**src/design/a2r_pkg.sv**
```systemverilog
// Package for the Roman numeral encoder.
// Holds the queue entry types, the numeral term table and the ASCII codes.
// No dependencies.
`default_nettype none

package a2r_pkg;

  localparam int unsigned VALUE_W   = 12;
  localparam int unsigned SYM_W     = 8;
  localparam int unsigned NUM_TERMS = 13;
  localparam int unsigned TERM_W    = 4;

  localparam logic [VALUE_W-1:0] VALUE_MAX = 12'd3999;
  localparam logic [TERM_W-1:0]  TERM_ONE  = 4'd12;

  localparam logic [SYM_W-1:0] SYM_NONE = 8'h00;
  localparam logic [SYM_W-1:0] SYM_I    = 8'h49;
  localparam logic [SYM_W-1:0] SYM_V    = 8'h56;
  localparam logic [SYM_W-1:0] SYM_X    = 8'h58;
  localparam logic [SYM_W-1:0] SYM_L    = 8'h4C;
  localparam logic [SYM_W-1:0] SYM_C    = 8'h43;
  localparam logic [SYM_W-1:0] SYM_D    = 8'h44;
  localparam logic [SYM_W-1:0] SYM_M    = 8'h4D;

  typedef struct packed {
    logic [VALUE_W-1:0] value;
    logic               oor;
  } q_entry_t;

  typedef struct packed {
    logic     valid;
    q_entry_t entry;
  } q_push_t;

  typedef struct packed {
    logic full;
    logic empty;
  } q_stat_t;

  function automatic logic [VALUE_W-1:0] term_weight(input logic [TERM_W-1:0] idx);
    logic [VALUE_W-1:0] w;
    unique case (idx)
      4'd0:    w = 12'd1000;
      4'd1:    w = 12'd900;
      4'd2:    w = 12'd500;
      4'd3:    w = 12'd400;
      4'd4:    w = 12'd100;
      4'd5:    w = 12'd90;
      4'd6:    w = 12'd50;
      4'd7:    w = 12'd40;
      4'd8:    w = 12'd10;
      4'd9:    w = 12'd9;
      4'd10:   w = 12'd5;
      4'd11:   w = 12'd4;
      default: w = 12'd1;
    endcase
    return w;
  endfunction

  function automatic logic [SYM_W-1:0] term_first(input logic [TERM_W-1:0] idx);
    logic [SYM_W-1:0] s;
    unique case (idx)
      4'd0:    s = SYM_M;
      4'd1:    s = SYM_C;
      4'd2:    s = SYM_D;
      4'd3:    s = SYM_C;
      4'd4:    s = SYM_C;
      4'd5:    s = SYM_X;
      4'd6:    s = SYM_L;
      4'd7:    s = SYM_X;
      4'd8:    s = SYM_X;
      4'd9:    s = SYM_I;
      4'd10:   s = SYM_V;
      4'd11:   s = SYM_I;
      default: s = SYM_I;
    endcase
    return s;
  endfunction

  function automatic logic [SYM_W-1:0] term_second(input logic [TERM_W-1:0] idx);
    logic [SYM_W-1:0] s;
    unique case (idx)
      4'd1:    s = SYM_M;
      4'd3:    s = SYM_D;
      4'd5:    s = SYM_C;
      4'd7:    s = SYM_L;
      4'd9:    s = SYM_X;
      4'd11:   s = SYM_V;
      default: s = SYM_NONE;
    endcase
    return s;
  endfunction

endpackage

`default_nettype wire

```
**src/design/a2r_front.sv**
```systemverilog
// Front stage of the Roman numeral encoder: registers a request and flags
// values outside the numeral range, then pushes it into the queue. Uses a2r_pkg.
`default_nettype none

module a2r_front (
  input  wire logic                         clk,
  input  wire logic                         rst_n,
  input  wire logic                         in_valid,
  output logic                              in_stall,
  input  wire logic [a2r_pkg::VALUE_W-1:0]  in_value,
  input  wire a2r_pkg::q_stat_t             q_stat,
  output a2r_pkg::q_push_t                  q_push
);

  logic              valid_r;
  logic              valid_nxt;
  a2r_pkg::q_entry_t entry_r;
  a2r_pkg::q_entry_t entry_nxt;

  assign in_stall = valid_r && q_stat.full;

  always_comb begin
    valid_nxt = valid_r;
    entry_nxt = entry_r;
    if (!in_stall) begin
      valid_nxt       = in_valid;
      entry_nxt.value = in_value;
      entry_nxt.oor   = (in_value == '0) || (in_value > a2r_pkg::VALUE_MAX);
    end
  end

  always_ff @(posedge clk) begin
    if (!rst_n) begin
      valid_r <= 1'b0;
    end else begin
      valid_r <= valid_nxt;
    end
    entry_r <= entry_nxt;
  end

  assign q_push.valid = valid_r && !q_stat.full;
  assign q_push.entry = entry_r;

endmodule

`default_nettype wire

```
**src/design/a2r_queue.sv**
```systemverilog
// Short queue between the front and back stages of the Roman numeral encoder.
// A small register file with read and write pointers. Uses a2r_pkg.
`default_nettype none

module a2r_queue #(
  parameter int unsigned DEPTH = 2
) (
  input  wire logic              clk,
  input  wire logic              rst_n,
  input  wire a2r_pkg::q_push_t  q_push,
  input  wire logic              q_pop,
  output a2r_pkg::q_entry_t      q_head,
  output a2r_pkg::q_stat_t       q_stat
);

  localparam int unsigned PW = (DEPTH > 1) ? $clog2(DEPTH) : 1;
  localparam int unsigned CW = $clog2(DEPTH + 1);

  a2r_pkg::q_entry_t mem_r [DEPTH];
  logic [PW-1:0]     wr_ptr_r;
  logic [PW-1:0]     wr_ptr_nxt;
  logic [PW-1:0]     rd_ptr_r;
  logic [PW-1:0]     rd_ptr_nxt;
  logic [CW-1:0]     cnt_r;
  logic [CW-1:0]     cnt_nxt;
  logic              do_push;
  logic              do_pop;

  assign q_stat.full  = (cnt_r == CW'(DEPTH));
  assign q_stat.empty = (cnt_r == '0);
  assign q_head       = mem_r[rd_ptr_r];

  assign do_push = q_push.valid && !q_stat.full;
  assign do_pop  = q_pop && !q_stat.empty;

  always_comb begin
    wr_ptr_nxt = wr_ptr_r;
    rd_ptr_nxt = rd_ptr_r;
    cnt_nxt    = cnt_r;
    if (do_push) begin
      wr_ptr_nxt = (wr_ptr_r == PW'(DEPTH - 1)) ? '0 : wr_ptr_r + 1'b1;
    end
    if (do_pop) begin
      rd_ptr_nxt = (rd_ptr_r == PW'(DEPTH - 1)) ? '0 : rd_ptr_r + 1'b1;
    end
    if (do_push && !do_pop) begin
      cnt_nxt = cnt_r + 1'b1;
    end else if (do_pop && !do_push) begin
      cnt_nxt = cnt_r - 1'b1;
    end
  end

  always_ff @(posedge clk) begin
    if (!rst_n) begin
      wr_ptr_r <= '0;
      rd_ptr_r <= '0;
      cnt_r    <= '0;
    end else begin
      wr_ptr_r <= wr_ptr_nxt;
      rd_ptr_r <= rd_ptr_nxt;
      cnt_r    <= cnt_nxt;
    end
    if (do_push) begin
      mem_r[wr_ptr_r] <= q_push.entry;
    end
  end

endmodule

`default_nettype wire

```
**src/design/a2r_back.sv**
```systemverilog
// Back stage of the Roman numeral encoder: takes queued requests and emits one
// numeral character per cycle into the output register unless stalled. Uses a2r_pkg.
`default_nettype none

module a2r_back (
  input  wire logic                         clk,
  input  wire logic                         rst_n,
  input  wire a2r_pkg::q_entry_t            q_head,
  input  wire a2r_pkg::q_stat_t             q_stat,
  output logic                              q_pop,
  output logic                              out_valid,
  input  wire logic                         out_stall,
  output logic [a2r_pkg::SYM_W-1:0]         out_symbol,
  output logic                              out_is_last,
  output logic                              out_out_of_range
);

  logic                          out_valid_r;
  logic                          out_valid_nxt;
  logic [a2r_pkg::SYM_W-1:0]     out_sym_r;
  logic [a2r_pkg::SYM_W-1:0]     out_sym_nxt;
  logic                          out_last_r;
  logic                          out_last_nxt;
  logic                          out_oor_r;
  logic                          out_oor_nxt;
  logic                          busy_r;
  logic                          busy_nxt;
  logic                          pend_r;
  logic                          pend_nxt;
  logic [a2r_pkg::SYM_W-1:0]     pend_sym_r;
  logic [a2r_pkg::SYM_W-1:0]     pend_sym_nxt;
  logic [a2r_pkg::VALUE_W-1:0]   rest_r;
  logic [a2r_pkg::VALUE_W-1:0]   rest_nxt;
  logic [a2r_pkg::TERM_W-1:0]    sel;
  logic [a2r_pkg::VALUE_W-1:0]   rest_sub;
  logic [a2r_pkg::SYM_W-1:0]     sel_second;
  logic                          advance;

  // The largest term that fits the remainder is the greedy choice.
  always_comb begin
    sel = a2r_pkg::TERM_ONE;
    for (int t = a2r_pkg::NUM_TERMS - 1; t >= 0; t--) begin
      if (rest_r >= a2r_pkg::term_weight(a2r_pkg::TERM_W'(t))) begin
        sel = a2r_pkg::TERM_W'(t);
      end
    end
  end

  assign rest_sub   = rest_r - a2r_pkg::term_weight(sel);
  assign sel_second = a2r_pkg::term_second(sel);
  assign advance    = !out_valid_r || !out_stall;

  always_comb begin
    out_valid_nxt = out_valid_r;
    out_sym_nxt   = out_sym_r;
    out_last_nxt  = out_last_r;
    out_oor_nxt   = out_oor_r;
    busy_nxt      = busy_r;
    pend_nxt      = pend_r;
    pend_sym_nxt  = pend_sym_r;
    rest_nxt      = rest_r;
    q_pop         = 1'b0;
    if (advance) begin
      priority if (busy_r && pend_r) begin
        out_valid_nxt = 1'b1;
        out_sym_nxt   = pend_sym_r;
        out_last_nxt  = (rest_r == '0);
        out_oor_nxt   = 1'b0;
        pend_nxt      = 1'b0;
        busy_nxt      = (rest_r != '0);
      end else if (busy_r) begin
        out_valid_nxt = 1'b1;
        out_sym_nxt   = a2r_pkg::term_first(sel);
        out_last_nxt  = (rest_sub == '0) && (sel_second == a2r_pkg::SYM_NONE);
        out_oor_nxt   = 1'b0;
        rest_nxt      = rest_sub;
        pend_nxt      = (sel_second != a2r_pkg::SYM_NONE);
        pend_sym_nxt  = sel_second;
        busy_nxt      = !((rest_sub == '0) && (sel_second == a2r_pkg::SYM_NONE));
      end else if (!q_stat.empty) begin
        q_pop = 1'b1;
        if (q_head.oor) begin
          out_valid_nxt = 1'b1;
          out_sym_nxt   = a2r_pkg::SYM_NONE;
          out_last_nxt  = 1'b1;
          out_oor_nxt   = 1'b1;
        end else begin
          out_valid_nxt = 1'b0;
          rest_nxt      = q_head.value;
          busy_nxt      = 1'b1;
          pend_nxt      = 1'b0;
        end
      end else begin
        out_valid_nxt = 1'b0;
      end
    end
  end

  always_ff @(posedge clk) begin
    if (!rst_n) begin
      out_valid_r <= 1'b0;
      busy_r      <= 1'b0;
      pend_r      <= 1'b0;
    end else begin
      out_valid_r <= out_valid_nxt;
      busy_r      <= busy_nxt;
      pend_r      <= pend_nxt;
    end
    out_sym_r  <= out_sym_nxt;
    out_last_r <= out_last_nxt;
    out_oor_r  <= out_oor_nxt;
    pend_sym_r <= pend_sym_nxt;
    rest_r     <= rest_nxt;
  end

  assign out_valid        = out_valid_r;
  assign out_symbol       = out_sym_r;
  assign out_is_last      = out_last_r;
  assign out_out_of_range = out_oor_r;

`ifndef SYNTHESIS
  a_pend_in_busy: assert property (@(posedge clk) disable iff (!rst_n)
    pend_r |-> busy_r)
    else $error("Second character pending while the sequencer is idle.");

  a_rest_nonzero: assert property (@(posedge clk) disable iff (!rst_n)
    (busy_r && !pend_r) |-> (rest_r != '0) && (rest_r <= a2r_pkg::VALUE_MAX))
    else $error("Sequencer active with an impossible remainder.");

  a_oor_single: assert property (@(posedge clk) disable iff (!rst_n)
    (out_valid_r && out_oor_r) |-> out_last_r && (out_sym_r == a2r_pkg::SYM_NONE))
    else $error("Out-of-range result is not a single zero symbol.");

  a_no_pop_busy: assert property (@(posedge clk) disable iff (!rst_n)
    busy_r |-> !q_pop)
    else $error("Queue popped while a numeral is still being emitted.");
`endif

endmodule

`default_nettype wire

```
**src/design/arabic_to_roman_encoder_top.sv**
```systemverilog
// Roman numeral encoder top level: front stage, request queue and back stage.
// A request is registered in the front stage and then queued; the back stage loads a
// valid number before registering its first character, but registers an out-of-range
// result directly. Throughput: one character per cycle while out_stall is low; a new
// request enters the back stage only after the previous one's last character.
// Synchronous active-low reset clears all valid flags and the queue.
`default_nettype none

module arabic_to_roman_encoder_top #(
  parameter int unsigned QUEUE_DEPTH = 2
) (
  input  wire logic                         clk,
  input  wire logic                         rst_n,
  input  wire logic                         in_valid,
  output logic                              in_stall,
  input  wire logic [a2r_pkg::VALUE_W-1:0]  in_value,
  output logic                              out_valid,
  input  wire logic                         out_stall,
  output logic [a2r_pkg::SYM_W-1:0]         out_symbol,
  output logic                              out_is_last,
  output logic                              out_out_of_range
);

  a2r_pkg::q_push_t  q_push;
  a2r_pkg::q_stat_t  q_stat;
  a2r_pkg::q_entry_t q_head;
  logic              q_pop;

  a2r_front u_front (
    .clk      (clk),
    .rst_n    (rst_n),
    .in_valid (in_valid),
    .in_stall (in_stall),
    .in_value (in_value),
    .q_stat   (q_stat),
    .q_push   (q_push)
  );

  a2r_queue #(
    .DEPTH (QUEUE_DEPTH)
  ) u_queue (
    .clk    (clk),
    .rst_n  (rst_n),
    .q_push (q_push),
    .q_pop  (q_pop),
    .q_head (q_head),
    .q_stat (q_stat)
  );

  a2r_back u_back (
    .clk              (clk),
    .rst_n            (rst_n),
    .q_head           (q_head),
    .q_stat           (q_stat),
    .q_pop            (q_pop),
    .out_valid        (out_valid),
    .out_stall        (out_stall),
    .out_symbol       (out_symbol),
    .out_is_last      (out_is_last),
    .out_out_of_range (out_out_of_range)
  );

endmodule

`default_nettype wire
```
**config.mk**
```make
export PLATFORM = sky130hd
export DESIGN_NAME = arabic_to_roman_encoder_top
export DESIGN_NICKNAME = d
export VERILOG_FILES = /design/src/design/a2r_pkg.sv /design/src/design/a2r_front.sv /design/src/design/a2r_queue.sv /design/src/design/a2r_back.sv /design/src/design/arabic_to_roman_encoder_top.sv
export SDC_FILE = /design/constraint.sdc
export NUM_CORES = 1
export LEC_CHECK = 0
export BUFFER_PORTS_ARGS = -buffer_cell sky130_fd_sc_hd__buf_2
export CORE_MARGIN = 1.5
export CORE_UTILIZATION = 35
export CTS_BUF_LIST = sky130_fd_sc_hd__clkbuf_8
export CTS_CLUSTER_DIAMETER = 60
export DETAILED_ROUTE_END_ITERATION = 8
export SETUP_SLACK_MARGIN = 0.5
export SYNTH_ARGS = -nofsm -noshare
export SYNTH_HDL_FRONTEND = slang
export SYNTH_SLANG_ARGS = --single-unit
export TNS_END_PERCENT = 5
```
**constraint.sdc**
```tcl
create_clock -name clk -period 7.9 [get_ports clk]
set_clock_uncertainty 0.1 [all_clocks]
set_input_delay 0.395 -clock clk [delete_from_list [all_inputs] [get_ports clk]]
set_output_delay 0.395 -clock clk [all_outputs]
set_load 0.05 [all_outputs]
```
# --- After elaboration in Yosys (flattened, before gate mapping) ---
# Memories as Yosys holds them, arrays and structs flattened. A register that Yosys moved wholly into a read port is not among the register bits.
# Index checks and enable logic that the tools add are counted.
# W data, S select, Z words.
word_totals:
  reg_bits: 51
  mem_bits_rw: 26
  romBits: 240
  in_bits: 16
  output_inout_bits: 12
  mem_count: 3
op_classes:
  addsub: 5
  magnitude_cmp: 13
  n_eq_ne: 11
  n_mux: 48
  n_bitwise: 1
  reduce_logical: 31
memory_table:
  columns: ["memory", "words", "word_bits", "read_ports", "rd_clocked_by_memory_dff", "wr", "line", "rtl"]
  rows:
  - ["(no name shown)", 16, 10, 1, 0, 0, "a2r_pkg.sv:42", "unique case (idx)"]
  - ["(no name shown)", 16, 5, 1, 0, 0, "a2r_pkg.sv:62", "unique case (idx)"]
  - ["u_queue.mem_r", 2, 13, 1, 1, 1, "a2r_queue.sv:19", "a2r_pkg::q_entry_t mem_r [DEPTH];"]
op_table:
  columns: ["operator", "count"]
  rows:
  - ["$pmux W7 S6", 1]
  - ["$logic_not A12 Y1", 3]
  - ["$mux W12", 3]
  - ["$mux W4", 8]
  - ["$mux W8", 4]
  - ["$mux W1", 26]
  - ["$ge A12 B10 Y1 const B", 2]
  - ["$ge A12 B3 Y1 const B", 2]
  - ["$ge A12 B4 Y1 const B", 2]
  - ["$ge A12 B6 Y1 const B", 2]
  - ["$ge A12 B7 Y1 const B", 2]
  - ["$ge A12 B9 Y1 const B", 2]
  - ["$gt A12 B12 Y1 const B", 1]
  - ["$mux W3", 4]
  - ["$reduce_bool A12 Y1", 1]
  - ["$sub A12 B12 Y12", 1]
  - ["$reduce_and A3 Y1", 3]
  - ["$eq A4 B3 Y1 const B", 2]
  - ["$eq A4 B4 Y1 const B", 2]
  - ["$logic_and A1 B1 Y1", 8]
  - ["$logic_not A8 Y1", 1]
  - ["$reduce_bool A8 Y1", 1]
  - ["$logic_not A1 Y1", 7]
  - ["$eq A4 B1 Y1 const B", 1]
  - ["other kinds (17)", 20]

# --- Longest topological paths before layout ---
depth:
  depth_word: 20
  ltp_mapped: 19
  depth_no_buf: 18

# --- By module ---
# A second synthesis with hierarchy kept.
hier_totals:
  cells_unflattened: 335
  hier_area_um2: 3938.8
modules_own_cells:
  columns: ["mod", "n_inst", "cells_each", "area_per_inst_um2"]
  rows:
  - ["a2r_back", 1, 245, 2294.7]
  - ["a2r_queue", 1, 65, 1166.1]
  - ["a2r_front", 1, 25, 478.0]

# --- Least setup slack after synthesis ---
# Ideal clock, no wire load.
synth_timing:
  kind: "reg2reg"
  start: "reg u_back.rest_r[11] (netlist bit)"
  end: "reg u_back.busy_r"
  setup_ps: 135
  t_arrival_ps: 4094
  t_required_ps: 7665
  path_slack_ps: 3571
  path_stages_with_launch: 18
  cell_sequence: "edfxtp_1 -> buf_6 -> or3_4 -> or2_1 -> o31a_1 -> a21oi_2 -> inv_1 -> ha_1 -> o21a_1 -> ha_1 -> fa_1 -> nor2b_1 -> o21ai_0 -> nand2b_1 -> xor2_1 -> or4_4 -> and3b_1 -> a31oi_1"
synth_between:
  elab_chain_cells: 20
  elab_cells_between_ends: 40
  classes_between: "add/sub: 1; order compare: 12; eq/ne: 6; mux: 15; reduce/logical: 5; memory: 1"
synth_lines:
  columns: ["element", "line", "rtl"]
  rows:
  - ["from (decl)", "a2r_back.sv:32", "logic [a2r_pkg::VALUE_W-1:0] rest_r;"]
  - ["from (signal assigned)", "a2r_back.sv:113", "rest_r <= rest_nxt;"]
  - ["$ge A12 B3 Y1", "a2r_back.sv:43", "if (rest_r >= a2r_pkg::term_weight(a2r_pkg::TERM_W'(t))) begin"]
  - ["$mux W3 (4 in series)", "a2r_back.sv:43", null]
  - ["$mux W4 (8 in series)", "a2r_back.sv:43", null]
  - ["$mem_v2 Z16 W10, or another cell as far along", null, null]
  - ["$sub A12 B12 Y12 or $pmux W7 S6 (tied branches)", "a2r_back.sv:49, a2r_pkg.sv:82", null]
  - ["$logic_not A12 Y1 or $logic_not A8 Y1 (tied branches)", "a2r_back.sv:79", "busy_nxt = !((rest_sub == '0) && (sel_second == a2r_pkg::SYM_NONE));"]
  - ["$logic_and A1 B1 Y1", "a2r_back.sv:79", null]
  - ["$logic_not A1 Y1", "a2r_back.sv:79", null]
  - ["$mux W1", "a2r_back.sv:71", "end else if (busy_r) begin"]
  - ["$mux W1 *", "a2r_back.sv:64", "priority if (busy_r && pend_r) begin"]
  - ["to (signal assigned)", "a2r_back.sv:106", "busy_r <= busy_nxt;"]
  - ["to (decl)", "a2r_back.sv:26", "logic busy_r;"]
# Every way passes the cells marked *; elsewhere a longest branch is shown, timed or not.
# A chain may end at the register's enable or synchronous reset.

# --- Worst setup path after layout ---
layout_timing:
  start: "reg u_back.rest_r[6] (netlist bit)"
  end: "reg u_back.busy_r"
# Same word-level chain as after synthesis.

==> flow_summary_export.csv <==
group,metric,value,unit
clock_tree,ctsHoldBuffers,0,
routing,wire_per_inst,14.9,microns
routing,routed_via_density,5.23,
finish,layout_commonest_cell,"edfxtp_1",
sta,tightestPinTransition,1.09,ns
worst_setup_path,required,8.01,ns
placed_design,io_buffers,25,
yosys,syn_area_per_cell,11.2,sq um
clock_tree,post_cts_buffers,0,
routing,initialDrtViolationCount,115,
yosys,synth_largest_area_cell,"edfxtp_1",
sta,setup_viol,0,
worst_setup_path,cp_max_fo,8,
flow_run,cap_violations,0,
yosys,ys_ff_latch,74,
yosys,synthesis.instances,354,
sta,slew_headroom,0.270,
sta,fin_setup_tns,0,ns
worst_setup_path,start_kind,"flip-flop",
clock_tree,root_buffer,"clkbuf_8",
placed_design,place_inst,508,
finish,area_delta_synth_final,11.7,%
routing,vias,2739,
yosys,yosysWarningCount,0,
global_routing,grt_max_degree,31,
die,start_util,0.361,
yosys,synth_area,3950,sq um
die,num_rows,38,
clock_tree,cts_num_sinks,74,
global_routing,grt_pass1_vias,2615,
finish,fin_util,0.404,
die,dieArea,11900,sq um
routing,drtAntennaViolNets,0,
global_routing,grt_pass1_wl,12.8,mm
finish,diodes,0,
yosys,seq_area_frac_synth,0.540,
clock_tree,ctsResizeCount,0,
yosys,yosys.cell_types.count,57,
global_routing,antenna_found_initial,0,
yosys,synth_ff_type,"edfxtp_1",
finish,fin_cells,524,
worst_setup_path,end_kind,"flip-flop",
yosys,synth.area.top_cells,"edfxtp_1 49%, ha_1 5.1%, dfxtp_1 4.6%",
routing,route.detailed.drc,0,
finish,final_nets,412,
placed_design,dp_hpwl,5.58,mm
die,dieWidth,109,microns
sta,drv_slew,0,
die,pin_count,28,
yosys,synth_top_area_frac,0.494,
worst_setup_path,worst-setup-path-type,"flip-flop to flip-flop",
finish,final_cell_mix,"65 x edfxtp_1, 25 x nand2_1, 25 x buf_2, 23 x nor2_1, 20 x o21ai_0",
clock_tree,clockBufferDepth,2,
routing,dr.pass1.iters,4,
yosys,synth-edff-count,65,
hold_path,hold_class,"input port to flip-flop",
sta,fin_crit_sh,0.648,
sta,rsz0062_at_grt,"false",
sta,period_minus_slack,5.12,ns
status,status,"completed",
clock_tree,h-tree-depth,3,
pwr,p_per_area,426,nW/um^2
yosys,asyncSetResetFlopFracSynth,0,
placed_design,gp_congestion,0.917,
clock_tree,clkTransAtPathRegs,0.09,ns
pwr,vdd.ir_drop.worst,148,uV
pwr,power_leakage,1.65,nW
die,die_y,109,microns
routing,routed_wl,7.82,mm
worst_setup_path,cp.arrival,5.24,ns
sta,hold_viol,0,
clock_tree,cts_tree,"yes",
global_routing,overflow,0,
clock_tree,numCtsBuffers,9,
sta,max_freq,195,MHz
finish,drive_above_1_share,0.146,
global_routing,grt_usage,0.142,
sta,whs,0.133,ns
clock_tree,clock_latency,0.35,ns
die,core_area,10900,sq um
==> sequential cells by signal, summed over array words and instances, names as in the netlist, 2 cells and up, named ones only <==
name and cells:
u_queue.mem_r 26, u_front.q_push 13, u_back.rest_r 12, u_back.pend_sym_r 6, u_back.out_symbol 6, u_queue.cnt_r 2
==> worst paths after layout <==
kind                                        start             endpoint  slack [ns]  cells past startpoint
worst max-delay path             u_back.rest_r[6]        u_back.busy_r        2.78                     17
worst min-delay path                  in_value[4]    u_front.q_push[5]        0.13                      1
worst max register to register   u_back.rest_r[6]        u_back.busy_r        2.78                     17
worst min register to register  u_front.q_push[4]  u_queue.mem_r[1][4]        0.34                      0
==> final cells by class <==
cell class,instances,area [sq um]
Clock inverter,7,86.3
Multi-Input combinational cell,253,1700
Clock buffer,9,124
Fill cell,1047,6520
Timing Repair Buffer,28,148
Tap cell,140,175
Inverter,13,48.8
Sequential cell,74,2130
==> per-stage QoR <==
stage / power [mW] / instance area [sq um] / setup slack, ns
floorplan: 1.35 / 3950 / 3.57
detailed placement: 1.55 / 4200 / 2.91
finish: 1.88 / 4410 / 2.78
CTS: 1.88 / 4410 / 2.87
global route: 2.01 / 4410 / 2.56
global placement: 1.55 / 4200 / 3.02
==> cell families (layout without fill, tap and decap cells) <==
group                      count (synthesis)  after routing  share of synthesized area
muxes                                     10             10                     0.0257
and+or+nand+nor                          120            120                      0.165
DFF                                       74             74                      0.540
xor gates and xnor gates                  14             14                     0.0310
other                                      1              2                   0.000949
AOI/OAI and AO/OA                         90             90                      0.151
buffers and inverters                     28             57                     0.0310
adders and majority gates                 17             17                     0.0557
==> worst max-delay path, stage by stage, from the launching register on <==
cell	delay (ns)
edfxtp_1	0.51
or3_1	0.50
nor3_1	0.44
o21ai_0	0.26
a21oi_1	0.20
o21a_1	0.20
inv_1	0.09
ha_1	0.33
mux2i_1	0.08
o21a_1	0.19
ha_1	0.32
nor2b_1	0.17
o2111ai_1	0.28
nand2_1	0.12
o31ai_1	0.33
xnor2_1	0.13
nor4b_1	0.55
a31oi_1	0.18
==> where the power goes <==
part           total, mW  internal, mW  switching (mW)
sequential         0.659         0.555           0.103
clock              0.312         0.152           0.159
combinational      0.907         0.349           0.558
total               1.88          1.06           0.821
==> cell usage after synthesis, types with 4 or more instances <==
| cell type | number |
|---|---|
| nand3_1 | 7 |
| and2_1 | 8 |
| nand2b_1 | 9 |
| mux2i_1 | 9 |
| nand2_1 | 25 |
| a31oi_1 | 6 |
| edfxtp_1 | 65 |
| ha_1 | 16 |
| a211oi_1 | 8 |
| o21a_1 | 8 |
| nor2_1 | 23 |
| dfxtp_1 | 9 |
| nor2b_1 | 13 |
| clkbuf_1 | 9 |
| nand4_1 | 4 |
| xnor2_1 | 7 |
| and3_1 | 5 |
| inv_1 | 13 |
| or2_2 | 4 |
| a21oi_1 | 18 |
| xor2_1 | 7 |
| nor3_1 | 6 |
| o21ai_0 | 20 |
==> layer usage <==
layer / GRT usage / share of wire / wire, microns
met5: 0 / 0 / 0
met3: 0.0317 / 0.043 / 338
met4: 0.0677 / 0.027 / 211
met1: 0.179 / 0.47 / 3670
met2: 0.229 / 0.46 / 3610
Note: power is estimated with default switching activity, not from simulation.
